<file path="src/hw/rtl/ttlkv_pkg.sv">
`timescale 1ns / 1ps
`default_nettype none
// ----------------------------------------------------------------------------
// TTL key/value table package
// Field widths, operation and status codes, and the stored entry layout.
// ----------------------------------------------------------------------------
package ttlkv_pkg;

    localparam int OP_W     = 3;
    localparam int KEY_W    = 64;
    localparam int VAL_W    = 64;
    localparam int TIME_W   = 32;
    localparam int STATUS_W = 2;
    localparam int TTL_W    = 33;
    localparam int COUNT_W  = 5;

    localparam logic [OP_W-1:0] OP_SET   = 3'd0;
    localparam logic [OP_W-1:0] OP_GET   = 3'd1;
    localparam logic [OP_W-1:0] OP_DEL   = 3'd2;
    localparam logic [OP_W-1:0] OP_TTL   = 3'd3;
    localparam logic [OP_W-1:0] OP_PURGE = 3'd4;

    localparam logic [STATUS_W-1:0] ST_OK       = 2'd0;
    localparam logic [STATUS_W-1:0] ST_NOT_FOUND = 2'd1;
    localparam logic [STATUS_W-1:0] ST_FULL     = 2'd2;

    localparam logic signed [TTL_W-1:0] TTL_MISSING = -33'sd2;
    localparam logic signed [TTL_W-1:0] TTL_NEVER   = -33'sd1;

    localparam logic [COUNT_W-1:0] COUNT_MAX = 5'd31;

    typedef struct packed {
        logic               valid;
        logic [KEY_W-1:0]   key;
        logic [TIME_W-1:0]  expiry;
    } t_tag;

endpackage
`default_nettype wire

</file>
<file path="src/hw/rtl/ttlkv_req_if.sv">
`timescale 1ns / 1ps
`default_nettype none
// ----------------------------------------------------------------------------
// TTL key/value table request channel
// Valid/ready channel that carries one table request per transfer.
// ----------------------------------------------------------------------------
interface ttlkv_req_if;
    logic                          valid;
    logic                          ready;
    logic [ttlkv_pkg::OP_W-1:0]    op;
    logic [ttlkv_pkg::KEY_W-1:0]   key;
    logic [ttlkv_pkg::VAL_W-1:0]   value;
    logic [ttlkv_pkg::TIME_W-1:0]  expire_at;
    logic [ttlkv_pkg::TIME_W-1:0]  now;

    modport source (output valid, op, key, value, expire_at, now, input ready);
    modport sink   (input valid, op, key, value, expire_at, now, output ready);
endinterface
`default_nettype wire

</file>
<file path="src/hw/rtl/ttlkv_rsp_if.sv">
`timescale 1ns / 1ps
`default_nettype none
// ----------------------------------------------------------------------------
// TTL key/value table response channel
// Valid/ready channel that carries one table response per transfer.
// ----------------------------------------------------------------------------
interface ttlkv_rsp_if;
    logic                                 valid;
    logic                                 ready;
    logic [ttlkv_pkg::STATUS_W-1:0]       status;
    logic [ttlkv_pkg::VAL_W-1:0]          value_out;
    logic signed [ttlkv_pkg::TTL_W-1:0]   ttl_out;
    logic [ttlkv_pkg::COUNT_W-1:0]        removed_count;

    modport source (output valid, status, value_out, ttl_out, removed_count, input ready);
    modport sink   (input valid, status, value_out, ttl_out, removed_count, output ready);
endinterface
`default_nettype wire

</file>
<file path="src/hw/rtl/ttlkv_ram.sv">
`timescale 1ns / 1ps
`default_nettype none
// ----------------------------------------------------------------------------
// TTL key/value table RAM
// Generic simple dual-port RAM with one write port and a registered read.
// ----------------------------------------------------------------------------
module ttlkv_ram #(
    parameter int WIDTH = 8,
    parameter int DEPTH = 16,
    localparam int AddrW = (DEPTH > 1) ? $clog2(DEPTH) : 1
) (
    input  wire logic             i_clk,
    input  wire logic             i_we,
    input  wire logic [AddrW-1:0] i_waddr,
    input  wire logic [WIDTH-1:0] i_wdata,
    input  wire logic [AddrW-1:0] i_raddr,
    output logic      [WIDTH-1:0] o_rdata
);

    logic [WIDTH-1:0] r_mem [DEPTH];

    always_ff @(posedge i_clk) begin
        if (i_we) begin
            r_mem[i_waddr] <= i_wdata;
        end
        o_rdata <= r_mem[i_raddr];
    end

endmodule
`default_nettype wire

</file>
<file path="src/hw/rtl/ttl_key_value_table_unit.sv">
`timescale 1ns / 1ps
`default_nettype none
// ----------------------------------------------------------------------------
// TTL key/value table
// Fixed-capacity key/value table with per-entry expiry, held in two RAMs.
// ----------------------------------------------------------------------------
// Requests arrive on i_req and one response per request leaves on o_rsp; both
// are valid/ready channels and a transfer happens when valid and ready are
// both high. Entries live in a tag RAM (valid, key, expiry) and a value RAM.
// Every request sweeps the RAMs one entry per cycle through the single read
// port: it finds the matching entry and the lowest free entry, and a purge
// clears expired entries as it passes them. The act state then applies the
// update and loads the response register. No new request is taken until the
// current one has left the act state. After reset the block clears the
// valid bits of the tag RAM with i_req.ready low. The response register
// lets the next request be taken while a response waits; if the receiver
// stalls longer, the finished request holds its update until the register
// is free.
// ----------------------------------------------------------------------------
module ttl_key_value_table_unit #(
    parameter int CAPACITY = 16
) (
    input  wire logic   i_clk,
    input  wire logic   i_rst_n,
    ttlkv_req_if.sink   i_req,
    ttlkv_rsp_if.source o_rsp
);

    localparam int AW    = (CAPACITY > 1) ? $clog2(CAPACITY) : 1;
    localparam int CntW  = $clog2(CAPACITY + 1);
    localparam int TagW  = $bits(ttlkv_pkg::t_tag);
    localparam logic [AW-1:0]   LastIdx = AW'(CAPACITY - 1);
    localparam logic [CntW-1:0] Depth   = CntW'(CAPACITY);

    typedef enum logic [3:0] {
        S_CLEAR = 4'b0001,
        S_IDLE  = 4'b0010,
        S_SWEEP = 4'b0100,
        S_ACT   = 4'b1000
    } t_state;

    t_state r_state;

    logic [ttlkv_pkg::OP_W-1:0]   r_op;
    logic [ttlkv_pkg::KEY_W-1:0]  r_key;
    logic [ttlkv_pkg::VAL_W-1:0]  r_value;
    logic [ttlkv_pkg::TIME_W-1:0] r_expire_at;
    logic [ttlkv_pkg::TIME_W-1:0] r_now;

    logic [CntW-1:0] r_issue;
    logic            r_pend;
    logic [AW-1:0]   r_pend_idx;

    logic                         r_hit;
    logic [AW-1:0]                r_hit_idx;
    logic [ttlkv_pkg::TIME_W-1:0] r_hit_exp;
    logic [ttlkv_pkg::VAL_W-1:0]  r_hit_val;
    logic                         r_free;
    logic [AW-1:0]                r_free_idx;
    logic [ttlkv_pkg::COUNT_W-1:0] r_removed;

    logic                                r_out_valid;
    logic [ttlkv_pkg::STATUS_W-1:0]      r_out_status;
    logic [ttlkv_pkg::VAL_W-1:0]         r_out_value;
    logic signed [ttlkv_pkg::TTL_W-1:0]  r_out_ttl;
    logic [ttlkv_pkg::COUNT_W-1:0]       r_out_removed;

    ttlkv_pkg::t_tag              tag_rdata;
    logic [TagW-1:0]              tag_rbits;
    logic [ttlkv_pkg::VAL_W-1:0]  val_rdata;

    logic            tag_we;
    logic [AW-1:0]   tag_waddr;
    ttlkv_pkg::t_tag tag_wdata;
    logic            val_we;

    logic in_xfer;
    logic out_free;
    logic act_fire;
    logic scan_match;
    logic scan_expired;
    logic scan_purge;
    logic hit_expired;

    logic                                act_tag_we;
    logic [AW-1:0]                       act_idx;
    logic                                act_valid;
    logic                                act_val_we;
    logic [ttlkv_pkg::STATUS_W-1:0]      res_status;
    logic [ttlkv_pkg::VAL_W-1:0]         res_value;
    logic signed [ttlkv_pkg::TTL_W-1:0]  res_ttl;
    logic [ttlkv_pkg::COUNT_W-1:0]       res_removed;

    assign tag_rdata = ttlkv_pkg::t_tag'(tag_rbits);

    assign i_req.ready = (r_state == S_IDLE);
    assign in_xfer     = i_req.valid && (r_state == S_IDLE);
    assign out_free    = !r_out_valid || o_rsp.ready;
    assign act_fire    = (r_state == S_ACT) && out_free;

    assign scan_match   = tag_rdata.valid && (tag_rdata.key == r_key);
    assign scan_expired = (tag_rdata.expiry != '0) && (r_now >= tag_rdata.expiry);
    assign scan_purge   = (r_state == S_SWEEP) && r_pend && (r_op == ttlkv_pkg::OP_PURGE)
                          && tag_rdata.valid && scan_expired;
    assign hit_expired  = (r_hit_exp != '0) && (r_now >= r_hit_exp);

    always_comb begin
        act_tag_we  = 1'b0;
        act_idx     = r_hit_idx;
        act_valid   = 1'b0;
        act_val_we  = 1'b0;
        res_status  = ttlkv_pkg::ST_OK;
        res_value   = '0;
        res_ttl     = '0;
        res_removed = '0;
        unique case (r_op)
            ttlkv_pkg::OP_SET: begin
                if (r_hit || r_free) begin
                    act_tag_we = 1'b1;
                    act_val_we = 1'b1;
                    act_valid  = 1'b1;
                    act_idx    = r_hit ? r_hit_idx : r_free_idx;
                end else begin
                    res_status = ttlkv_pkg::ST_FULL;
                end
            end
            ttlkv_pkg::OP_GET: begin
                if (!r_hit) begin
                    res_status = ttlkv_pkg::ST_NOT_FOUND;
                end else if (hit_expired) begin
                    act_tag_we = 1'b1;
                    res_status = ttlkv_pkg::ST_NOT_FOUND;
                end else begin
                    res_value = r_hit_val;
                end
            end
            ttlkv_pkg::OP_DEL: begin
                if (!r_hit) begin
                    res_status = ttlkv_pkg::ST_NOT_FOUND;
                end else begin
                    act_tag_we = 1'b1;
                end
            end
            ttlkv_pkg::OP_TTL: begin
                if (!r_hit) begin
                    res_status = ttlkv_pkg::ST_NOT_FOUND;
                    res_ttl    = ttlkv_pkg::TTL_MISSING;
                end else if (r_hit_exp == '0) begin
                    res_ttl = ttlkv_pkg::TTL_NEVER;
                end else if (hit_expired) begin
                    act_tag_we = 1'b1;
                    res_status = ttlkv_pkg::ST_NOT_FOUND;
                    res_ttl    = ttlkv_pkg::TTL_MISSING;
                end else begin
                    res_ttl = {1'b0, r_hit_exp - r_now};
                end
            end
            ttlkv_pkg::OP_PURGE: begin
                res_removed = r_removed;
            end
            default: begin
            end
        endcase
    end

    always_comb begin
        tag_we    = 1'b0;
        tag_waddr = r_issue[AW-1:0];
        tag_wdata = '0;
        val_we    = 1'b0;
        priority if (r_state == S_CLEAR) begin
            tag_we = 1'b1;
        end else if (scan_purge) begin
            tag_we           = 1'b1;
            tag_waddr        = r_pend_idx;
            tag_wdata        = tag_rdata;
            tag_wdata.valid  = 1'b0;
        end else if (act_fire && act_tag_we) begin
            tag_we           = 1'b1;
            tag_waddr        = act_idx;
            tag_wdata.valid  = act_valid;
            tag_wdata.key    = r_key;
            tag_wdata.expiry = act_valid ? r_expire_at : r_hit_exp;
            val_we           = act_val_we;
        end else begin
        end
    end

    ttlkv_ram #(
        .WIDTH (TagW),
        .DEPTH (CAPACITY)
    ) u_tag_ram (
        .i_clk   (i_clk),
        .i_we    (tag_we),
        .i_waddr (tag_waddr),
        .i_wdata (tag_wdata),
        .i_raddr (r_issue[AW-1:0]),
        .o_rdata (tag_rbits)
    );

    ttlkv_ram #(
        .WIDTH (ttlkv_pkg::VAL_W),
        .DEPTH (CAPACITY)
    ) u_val_ram (
        .i_clk   (i_clk),
        .i_we    (val_we),
        .i_waddr (tag_waddr),
        .i_wdata (r_value),
        .i_raddr (r_issue[AW-1:0]),
        .o_rdata (val_rdata)
    );

    always_ff @(posedge i_clk) begin
        if (!i_rst_n) begin
            r_state     <= S_CLEAR;
            r_issue     <= '0;
            r_pend      <= 1'b0;
            r_out_valid <= 1'b0;
        end else begin
            if (o_rsp.ready && !act_fire) begin
                r_out_valid <= 1'b0;
            end
            unique case (r_state)
                S_CLEAR: begin
                    r_issue <= r_issue + 1'b1;
                    if (r_issue[AW-1:0] == LastIdx) begin
                        r_state <= S_IDLE;
                    end
                end
                S_IDLE: begin
                    if (in_xfer) begin
                        r_issue <= '0;
                        r_pend  <= 1'b0;
                        r_state <= S_SWEEP;
                    end
                end
                S_SWEEP: begin
                    if (r_issue < Depth) begin
                        r_pend     <= 1'b1;
                        r_pend_idx <= r_issue[AW-1:0];
                        r_issue    <= r_issue + 1'b1;
                    end else begin
                        r_pend <= 1'b0;
                    end
                    if (r_pend && (r_pend_idx == LastIdx)) begin
                        r_state <= S_ACT;
                    end
                end
                S_ACT: begin
                    if (out_free) begin
                        r_out_valid <= 1'b1;
                        r_state     <= S_IDLE;
                    end
                end
                default: begin
                    r_state <= S_CLEAR;
                end
            endcase
        end
    end

    always_ff @(posedge i_clk) begin
        if (in_xfer) begin
            r_op        <= i_req.op;
            r_key       <= i_req.key;
            r_value     <= i_req.value;
            r_expire_at <= i_req.expire_at;
            r_now       <= i_req.now;
            r_hit       <= 1'b0;
            r_free      <= 1'b0;
            r_removed   <= '0;
        end else if ((r_state == S_SWEEP) && r_pend) begin
            if (scan_match && !r_hit) begin
                r_hit     <= 1'b1;
                r_hit_idx <= r_pend_idx;
                r_hit_exp <= tag_rdata.expiry;
                r_hit_val <= val_rdata;
            end
            if (!tag_rdata.valid && !r_free) begin
                r_free     <= 1'b1;
                r_free_idx <= r_pend_idx;
            end
            if (scan_purge && (r_removed != ttlkv_pkg::COUNT_MAX)) begin
                r_removed <= r_removed + 1'b1;
            end
        end
        if (act_fire) begin
            r_out_status  <= res_status;
            r_out_value   <= res_value;
            r_out_ttl     <= res_ttl;
            r_out_removed <= res_removed;
        end
    end

    assign o_rsp.valid         = r_out_valid;
    assign o_rsp.status        = r_out_status;
    assign o_rsp.value_out     = r_out_value;
    assign o_rsp.ttl_out       = r_out_ttl;
    assign o_rsp.removed_count = r_out_removed;

endmodule
`default_nettype wire

</file>
<file path="src/flat_wrapper.sv">
// flat-port wrapper written by rule: the top's interface ports become plain ports
module ttl_key_value_table_unit_flat 
#(
    parameter int CAPACITY = 16
)
  (i_clk, i_rst_n, i_req_valid, i_req_op, i_req_key, i_req_value, i_req_expire_at, i_req_now, i_req_ready, o_rsp_valid, o_rsp_status, o_rsp_value_out, o_rsp_ttl_out, o_rsp_removed_count, o_rsp_ready);
  ttlkv_req_if i_req_i ();
  ttlkv_rsp_if o_rsp_i ();
  input  wire logic i_clk;
  input  wire logic i_rst_n;
  input wire logic [$bits(i_req_i.valid)-1:0] i_req_valid;
  input wire logic [$bits(i_req_i.op)-1:0] i_req_op;
  input wire logic [$bits(i_req_i.key)-1:0] i_req_key;
  input wire logic [$bits(i_req_i.value)-1:0] i_req_value;
  input wire logic [$bits(i_req_i.expire_at)-1:0] i_req_expire_at;
  input wire logic [$bits(i_req_i.now)-1:0] i_req_now;
  output wire logic [$bits(i_req_i.ready)-1:0] i_req_ready;
  output wire logic [$bits(o_rsp_i.valid)-1:0] o_rsp_valid;
  output wire logic [$bits(o_rsp_i.status)-1:0] o_rsp_status;
  output wire logic [$bits(o_rsp_i.value_out)-1:0] o_rsp_value_out;
  output wire logic [$bits(o_rsp_i.ttl_out)-1:0] o_rsp_ttl_out;
  output wire logic [$bits(o_rsp_i.removed_count)-1:0] o_rsp_removed_count;
  input wire logic [$bits(o_rsp_i.ready)-1:0] o_rsp_ready;
  assign i_req_i.valid = i_req_valid;
  assign i_req_i.op = i_req_op;
  assign i_req_i.key = i_req_key;
  assign i_req_i.value = i_req_value;
  assign i_req_i.expire_at = i_req_expire_at;
  assign i_req_i.now = i_req_now;
  assign i_req_ready = i_req_i.ready;
  assign o_rsp_valid = o_rsp_i.valid;
  assign o_rsp_status = o_rsp_i.status;
  assign o_rsp_value_out = o_rsp_i.value_out;
  assign o_rsp_ttl_out = o_rsp_i.ttl_out;
  assign o_rsp_removed_count = o_rsp_i.removed_count;
  assign o_rsp_i.ready = o_rsp_ready;
  ttl_key_value_table_unit #(.CAPACITY(CAPACITY)) u_core (.i_clk(i_clk), .i_rst_n(i_rst_n), .i_req(i_req_i), .o_rsp(o_rsp_i));
endmodule
</file>
<file path="config.mk">
export PLATFORM = sky130hd
export DESIGN_NAME = ttl_key_value_table_unit_flat
export DESIGN_NICKNAME = d
export VERILOG_FILES = /design/src/hw/rtl/ttlkv_pkg.sv /design/src/hw/rtl/ttlkv_req_if.sv /design/src/hw/rtl/ttlkv_rsp_if.sv /design/src/hw/rtl/ttlkv_ram.sv /design/src/hw/rtl/ttl_key_value_table_unit.sv /design/src/flat_wrapper.sv
export SDC_FILE = /design/constraint.sdc
export NUM_CORES = 2
export LEC_CHECK = 0
export BUFFER_PORTS_ARGS = -buffer_cell sky130_fd_sc_hd__clkbuf_2
export CAP_MARGIN = 0
export CORE_MARGIN = 2
export CORE_UTILIZATION = 60
export CTS_CLUSTER_DIAMETER = 60
export DETAILED_ROUTE_END_ITERATION = 16
export GPL_TIMING_DRIVEN = 0
export MAX_ROUTING_LAYER = met4
export PLACE_DENSITY = 0.75
export SLEW_MARGIN = 20
export SYNTH_ARGS = -nofsm -noshare
export SYNTH_HDL_FRONTEND = slang
export SYNTH_SLANG_ARGS = --single-unit
</file>
<file path="constraint.sdc">
create_clock -name i_clk -period 30.8 [get_ports i_clk]
set_input_delay 3.08 -clock i_clk [delete_from_list [all_inputs] [get_ports i_clk]]
set_output_delay 3.08 -clock i_clk [all_outputs]
set_load 0.02 [all_outputs]
</file>
Word-level counts from Yosys, hierarchy flattened
Memory sizes are Yosys's and may differ from the RTL's. A register that Yosys moved wholly into a read port is not among the register bits. Cells that the tools add are included.

Bits in registers: 425. RAM bits: 2576. Input port bits: 199. Output and inout port bits: 106. Word-level logic and storage cells: 141. Memories: 2.

Add/subtract/negate cells: 3. $lt $le $gt $ge: 3. Equal/unequal tests: 17. Muxes and demuxes: 52. Bitwise operators: 3. Reduce and logical (&&, ||, !) cells: 39.

Memories: u_core.u_tag_ram.r_mem (words 16, width 97, rd ports 1, clocked after Yosys merged registers in 1, wr ports 1, line ttlkv_ram.sv:20) `logic [WIDTH-1:0] r_mem [DEPTH];`; u_core.u_val_ram.r_mem (words 16, width 64, rd ports 1, clocked after Yosys merged registers in 1, wr ports 1, line ttlkv_ram.sv:20).

Operators by type and width (number): 97-bit 2-to-1 mux (3); 33-bit 2-to-1 mux (3); 64-bit equality test (1); 32-bit >= comparator (2); 32-bit nonzero test (2); 4-bit 2-to-1 mux (10); 32-bit logical NOT (1); 32-bit 2-to-1 mux (1); 32-bit subtractor (1); 1-bit 2-to-1 mux (24); 4-bit case mux with 4 select lines (1); 1-bit logical AND (15); 5-bit case mux with 3 select lines (1); 4-bit equality test, second input constant (3); 3-bit AND reduction (4); 5-bit by 1-bit adder with 5-bit output, second input constant (2); 5-bit 2-to-1 mux (2); 2-bit AND reduction (5); 2-bit 2-to-1 mux (4); 2-bit by 1-bit inequality test with 1-bit output, second input constant (4); 2-bit case mux with 4 select lines (1); 3-bit by 2-bit equality test with 1-bit output, second input constant (2); 1-bit logical NOT (5); 5-bit < comparator, second input constant (1); 16 further kinds (19).

Depth between registers and ports, before layout
Depth after elaboration: 12. Mapped depth: 14. Mapped depth without buffers: 12.

By module
From an unflattened synthesis, not the netlist that was laid out.

Cell total of the unflattened synthesis: 5464. Area, all modules: 118275.9 um^2.

Modules (own cells, without submodules): ttlkv_ram (u_core.u_tag_ram) (times used 1, cells an instance 2484, area each 59867.4 um^2, sequential area each 48546.6 um^2); ttlkv_ram (u_core.u_val_ram) (times used 1, cells an instance 1647, area each 39581.7 um^2, sequential area each 32030.7 um^2); ttl_key_value_table_unit (times used 1, cells an instance 1333, area each 18826.8 um^2, sequential area each 12582.1 um^2).

Least setup slack after synthesis
OpenSTA, ideal clock, no wires.

Path kind: input-to-reg. From: in o_rsp_ready. To: mem u_core.u_tag_ram.r_mem[2][0] (netlist bit), enable pin. Setup time: 0.671 ns. Arrival time: 11.177 ns. Data required time: 30.129 ns. Slack: 18.951 ns. Stages: 7. Buffers on the path: 1. Path through: nor2b_1 > nand2b_1 > or4_1 > clkbuf_1 > a21boi_0 > o211ai_2 > nor3_1.

Cells in the longest elaborated chain, start to end: 8. Elaborated cells on any way between the ends: 11. Classes of those cells: mux: 8; reduce/logical: 3.

RTL lines: start, declared (line flat_wrapper.sv:23) `input wire logic [$bits(o_rsp_i.ready)-1:0] o_rsp_ready;`; 1-bit logical OR (*) (line ttl_key_value_table_unit.sv:98) `assign out_free = !r_out_valid || o_rsp.ready;`; 1-bit logical AND (*) (line ttl_key_value_table_unit.sv:99) `assign act_fire = (r_state == S_ACT) && out_free;`; 1-bit logical AND (*) (line ttl_key_value_table_unit.sv:178) `end else if (act_fire && act_tag_we) begin`; 1-bit 2-to-1 mux (line ttl_key_value_table_unit.sv:178); 1-bit 2-to-1 mux (line ttl_key_value_table_unit.sv:173) `end else if (scan_purge) begin`; 1-bit 2-to-1 mux (line ttl_key_value_table_unit.sv:171) `priority if (r_state == S_CLEAR) begin`; 1-bit 2-to-1 mux (line ttlkv_ram.sv:23) `if (i_we) begin`; 1-bit 2-to-1 mux (not written as such) (line ttlkv_ram.sv:24) `r_mem[i_waddr] <= i_wdata;`; end, declared (line ttlkv_ram.sv:20).

Every way passes the cells marked *; elsewhere a longest branch is shown, timed or not.

Worst setup path in the final report
From: in o_rsp_ready. To: mem u_core.u_tag_ram.r_mem[14][61] (netlist bit), enable pin.

The elaborated chain is that of the path after synthesis.

==> metrics.txt <==
RSZ-0062 raised after global routing=no; VDD IR max=0.0735 mV; Mapped Nets=5,416; FFs w/ async S/R, synth=0%; Data arrival, critical path=7.49 ns; outcome=finished with violations; clock skew=0.0778 ns; Net Sw Frac=21.0%; leak pwr=47.1 nW; sequential area share after synthesis=78.6%; Clock Tree Buf Depth=4; CTS resizes=0; clock slew at reported path FFs=0.06 ns; FF+latch count, synth=3,162; Die Ht=449 um; Finished Cell Area=0.138 sq mm; Post-CTS Setup Inserts=0; Starting Density=60.2%; final setup vio count=0; DP Area=0.128 sq mm; Synth warnings=0; CTS sink count=3,162; global-route track usage on met3=6.38%; failing checks=antenna violations; Synth Instances=5,149; total grt overflow=0; max-cap violation count=0; Iteration-0 DRC Markers=9,708; clock tree from TritonCTS=built; pre-CTS WS=23.07 ns; Placeable Area=0.197 sq mm; Sequential Area=0.0932 sq mm; H-Tree Depth=5; initial antenna violation count=13; Via density=6.71; met2 Use GR=50.9%; die width=449 um; CTS Buf Count=323; Routed wire per std cell=34.4 um; switching power=1.92 mW; WHS=0.402 ns; crit-path max FO=8; first-pass GRT wire length=448,000 um; slew margin rel.=19.7%; GRT Overall Usage=32.5%; hold_buf cts=0; Pwr Density=65.9 mW/mm^2; via count=61,600; # DRC=0; final setup margin=23.98 ns; largest net degree at the start of global routing=79; ys flop type=edfxtp_1; share of cells above drive strength 1=34.2%; DP HPWL=205,000 um; Avg Inst Size Synth=23.0 sq um; worst slew pin tran=1.20 ns; met1 usage=41.8%; nets=6,548; sequential share of power=52.3%; Int Pwr=7.19 mW; Tot Pwr=9.11 mW; Post-Route WL=316,000 um; setup_tns=0 ns; WS Path Type=input port to flip-flop; EDFF count, synth=2,983; area delta synth->final=16.7%; FMAX=147 MHz; Ports=305; Final Hold Viols=0; Hold Path Class=flip-flop to flip-flop; busiest grt layer=met2; Worst Setup Start Kind=input port; synth unique cells=73; Root Buffer=clkbuf_16; FP Rows=163; Clock power frac=42.3%; synthesized cell area=0.119 sq mm; Final Max Slew Viols=0; First-pass DRT Iterations=8; Final period util=22.1%; Post-DRT Antenna Nets=1; vias in the first global route=61,900; GPL Wtd Cong=0.894; crit end category=flip-flop; Filler cells=11,000; WP data required=31.47 ns; Worst-Skew Late Latency=0.97 ns; Port Buf Inserts=304; Final min period=6.82 ns; area of the multi-input gates=0.0244 sq mm; die area=0.201 sq mm; Comb power frac=5.3%
==> worst max-delay path, cell delays in order <==
cell      delay (ns)
clkbuf_2        0.08
nor2b_1         0.61
nand2b_1        0.38
nor2_1          0.12
and4bb_1        0.30
o21ai_0         0.31
nand4_1         0.56
nor3_2          0.86
buf_4           0.34
buf_4           0.24
buf_4           0.22
buf_6           0.16
buf_4           0.18
==> path summary, 6_finish.rpt <==
check / from / end / slack [ns] / cells past startpoint
max: o_rsp_ready / u_core.u_tag_ram.r_mem[14][61] / 23.98 / 13
min: u_core.u_val_ram.o_rdata[50] / u_core.r_hit_val[50] / 0.40 / 0
min reg2reg: u_core.u_val_ram.o_rdata[50] / u_core.r_hit_val[50] / 0.40 / 0
max reg2reg: u_core.r_op[1] / u_core.u_tag_ram.r_mem[14][61] / 24.52 / 12
==> stage by stage <==
stage          instances  utilization (%)
5_1_grt             9176             70.3
6_report            9182             70.3
3_3_place_gp        8093             62.7
4_1_cts             9168             70.2
2_1_floorplan       5149                -
3_5_place_dp        8596             65.0
==> cells in the mapped netlist, types with 58 or more instances <==
master	number	area [sq um]
and2_1	66	413
a21oi_1	71	355
clkbuf_1	143	537
o21ai_0	68	340
a22o_1	58	508
ha_1	67	838
edfxtp_1	2983	89600
dfxtp_1	179	3580
nand2_1	88	330
mux4_2	805	18100
inv_1	103	387
buf_1	72	270
==> power groups by stage <==
stage / Clock (mW) / Sequential [mW] / Combinational, mW
detailed placement: 0 / 4.86 / 0.471
global route: 4.04 / 4.77 / 0.500
global placement: 0 / 4.88 / 0.441
floorplan: 0 / 4.84 / 0.288
finish: 3.86 / 4.77 / 0.484
CTS: 3.88 / 4.77 / 0.481
==> area by class of cell <==
type,count,area share (%)
sequential,3162,67.3
clock inverter,135,1.01
inverter,104,0.291
clock buffer,437,6.45
timing repair buffer,807,4.17
multi-input combinational,1660,17.6
tap,2640,2.39
buffer,223,0.686
antenna,14,0.0253
==> per-layer routing <==
metal	vias to the layer above	part of all wire (%)
met3	875	11
met5	-	0
met2	4817	49
met1	31900	34
li1	24000	-
met4	0	5.3
==> cells by family after synthesis <==
kind of cell    share of synthesized area, %
flops                                   78.6
mux                                     15.7
simple gates                            1.74
buf+inv                                 1.04
compound gates                          1.71
xor+xnor                               0.554
fa+ha+maj                              0.724
==> layout by cell type, fill, tap and decap left out, types with 25 or more instances in the layout <==
master / netlist / layout
dfxtp_1: 179 / 179
clkbuf_16: 0 / 328
clkinv_1: 0 / 37
nand2_1: 88 / 88
ha_1: 67 / 67
clkbuf_1: 143 / 195
edfxtp_1: 2983 / 2983
and2_1: 66 / 66
mux2i_1: 43 / 43
mux4_2: 805 / 805
nor2_1: 35 / 34
clkinv_2: 0 / 51
clkbuf_2: 0 / 366
o21ai_0: 68 / 27
a21oi_1: 71 / 71
nand4_1: 29 / 29
nor4_1: 27 / 25
inv_1: 103 / 101
bufinv_16: 0 / 27
xnor2_1: 51 / 51
a22o_1: 58 / 58
nor3_2: 0 / 33
buf_2: 8 / 42
clkbuf_8: 0 / 31
buf_4: 0 / 371
o21ai_1: 2 / 39
buf_6: 0 / 110
==> sequential cells by signal (all words and copies together), names as in the netlist, 5 cells and up <==
name	count
u_core.o_rsp.removed_count	5
u_core.o_rsp.ttl_out	33
u_core.o_rsp.value_out	64
u_core.r_expire_at	32
u_core.r_hit_exp	32
u_core.r_hit_val	64
u_core.r_issue	5
u_core.r_key	64
u_core.r_now	32
u_core.r_removed	5
u_core.r_value	64
u_core.u_tag_ram.o_rdata	97
u_core.u_tag_ram.r_mem	1552
u_core.u_val_ram.o_rdata	64
u_core.u_val_ram.r_mem	1024
No activity file was read; power rests on OpenSTA's default activity.
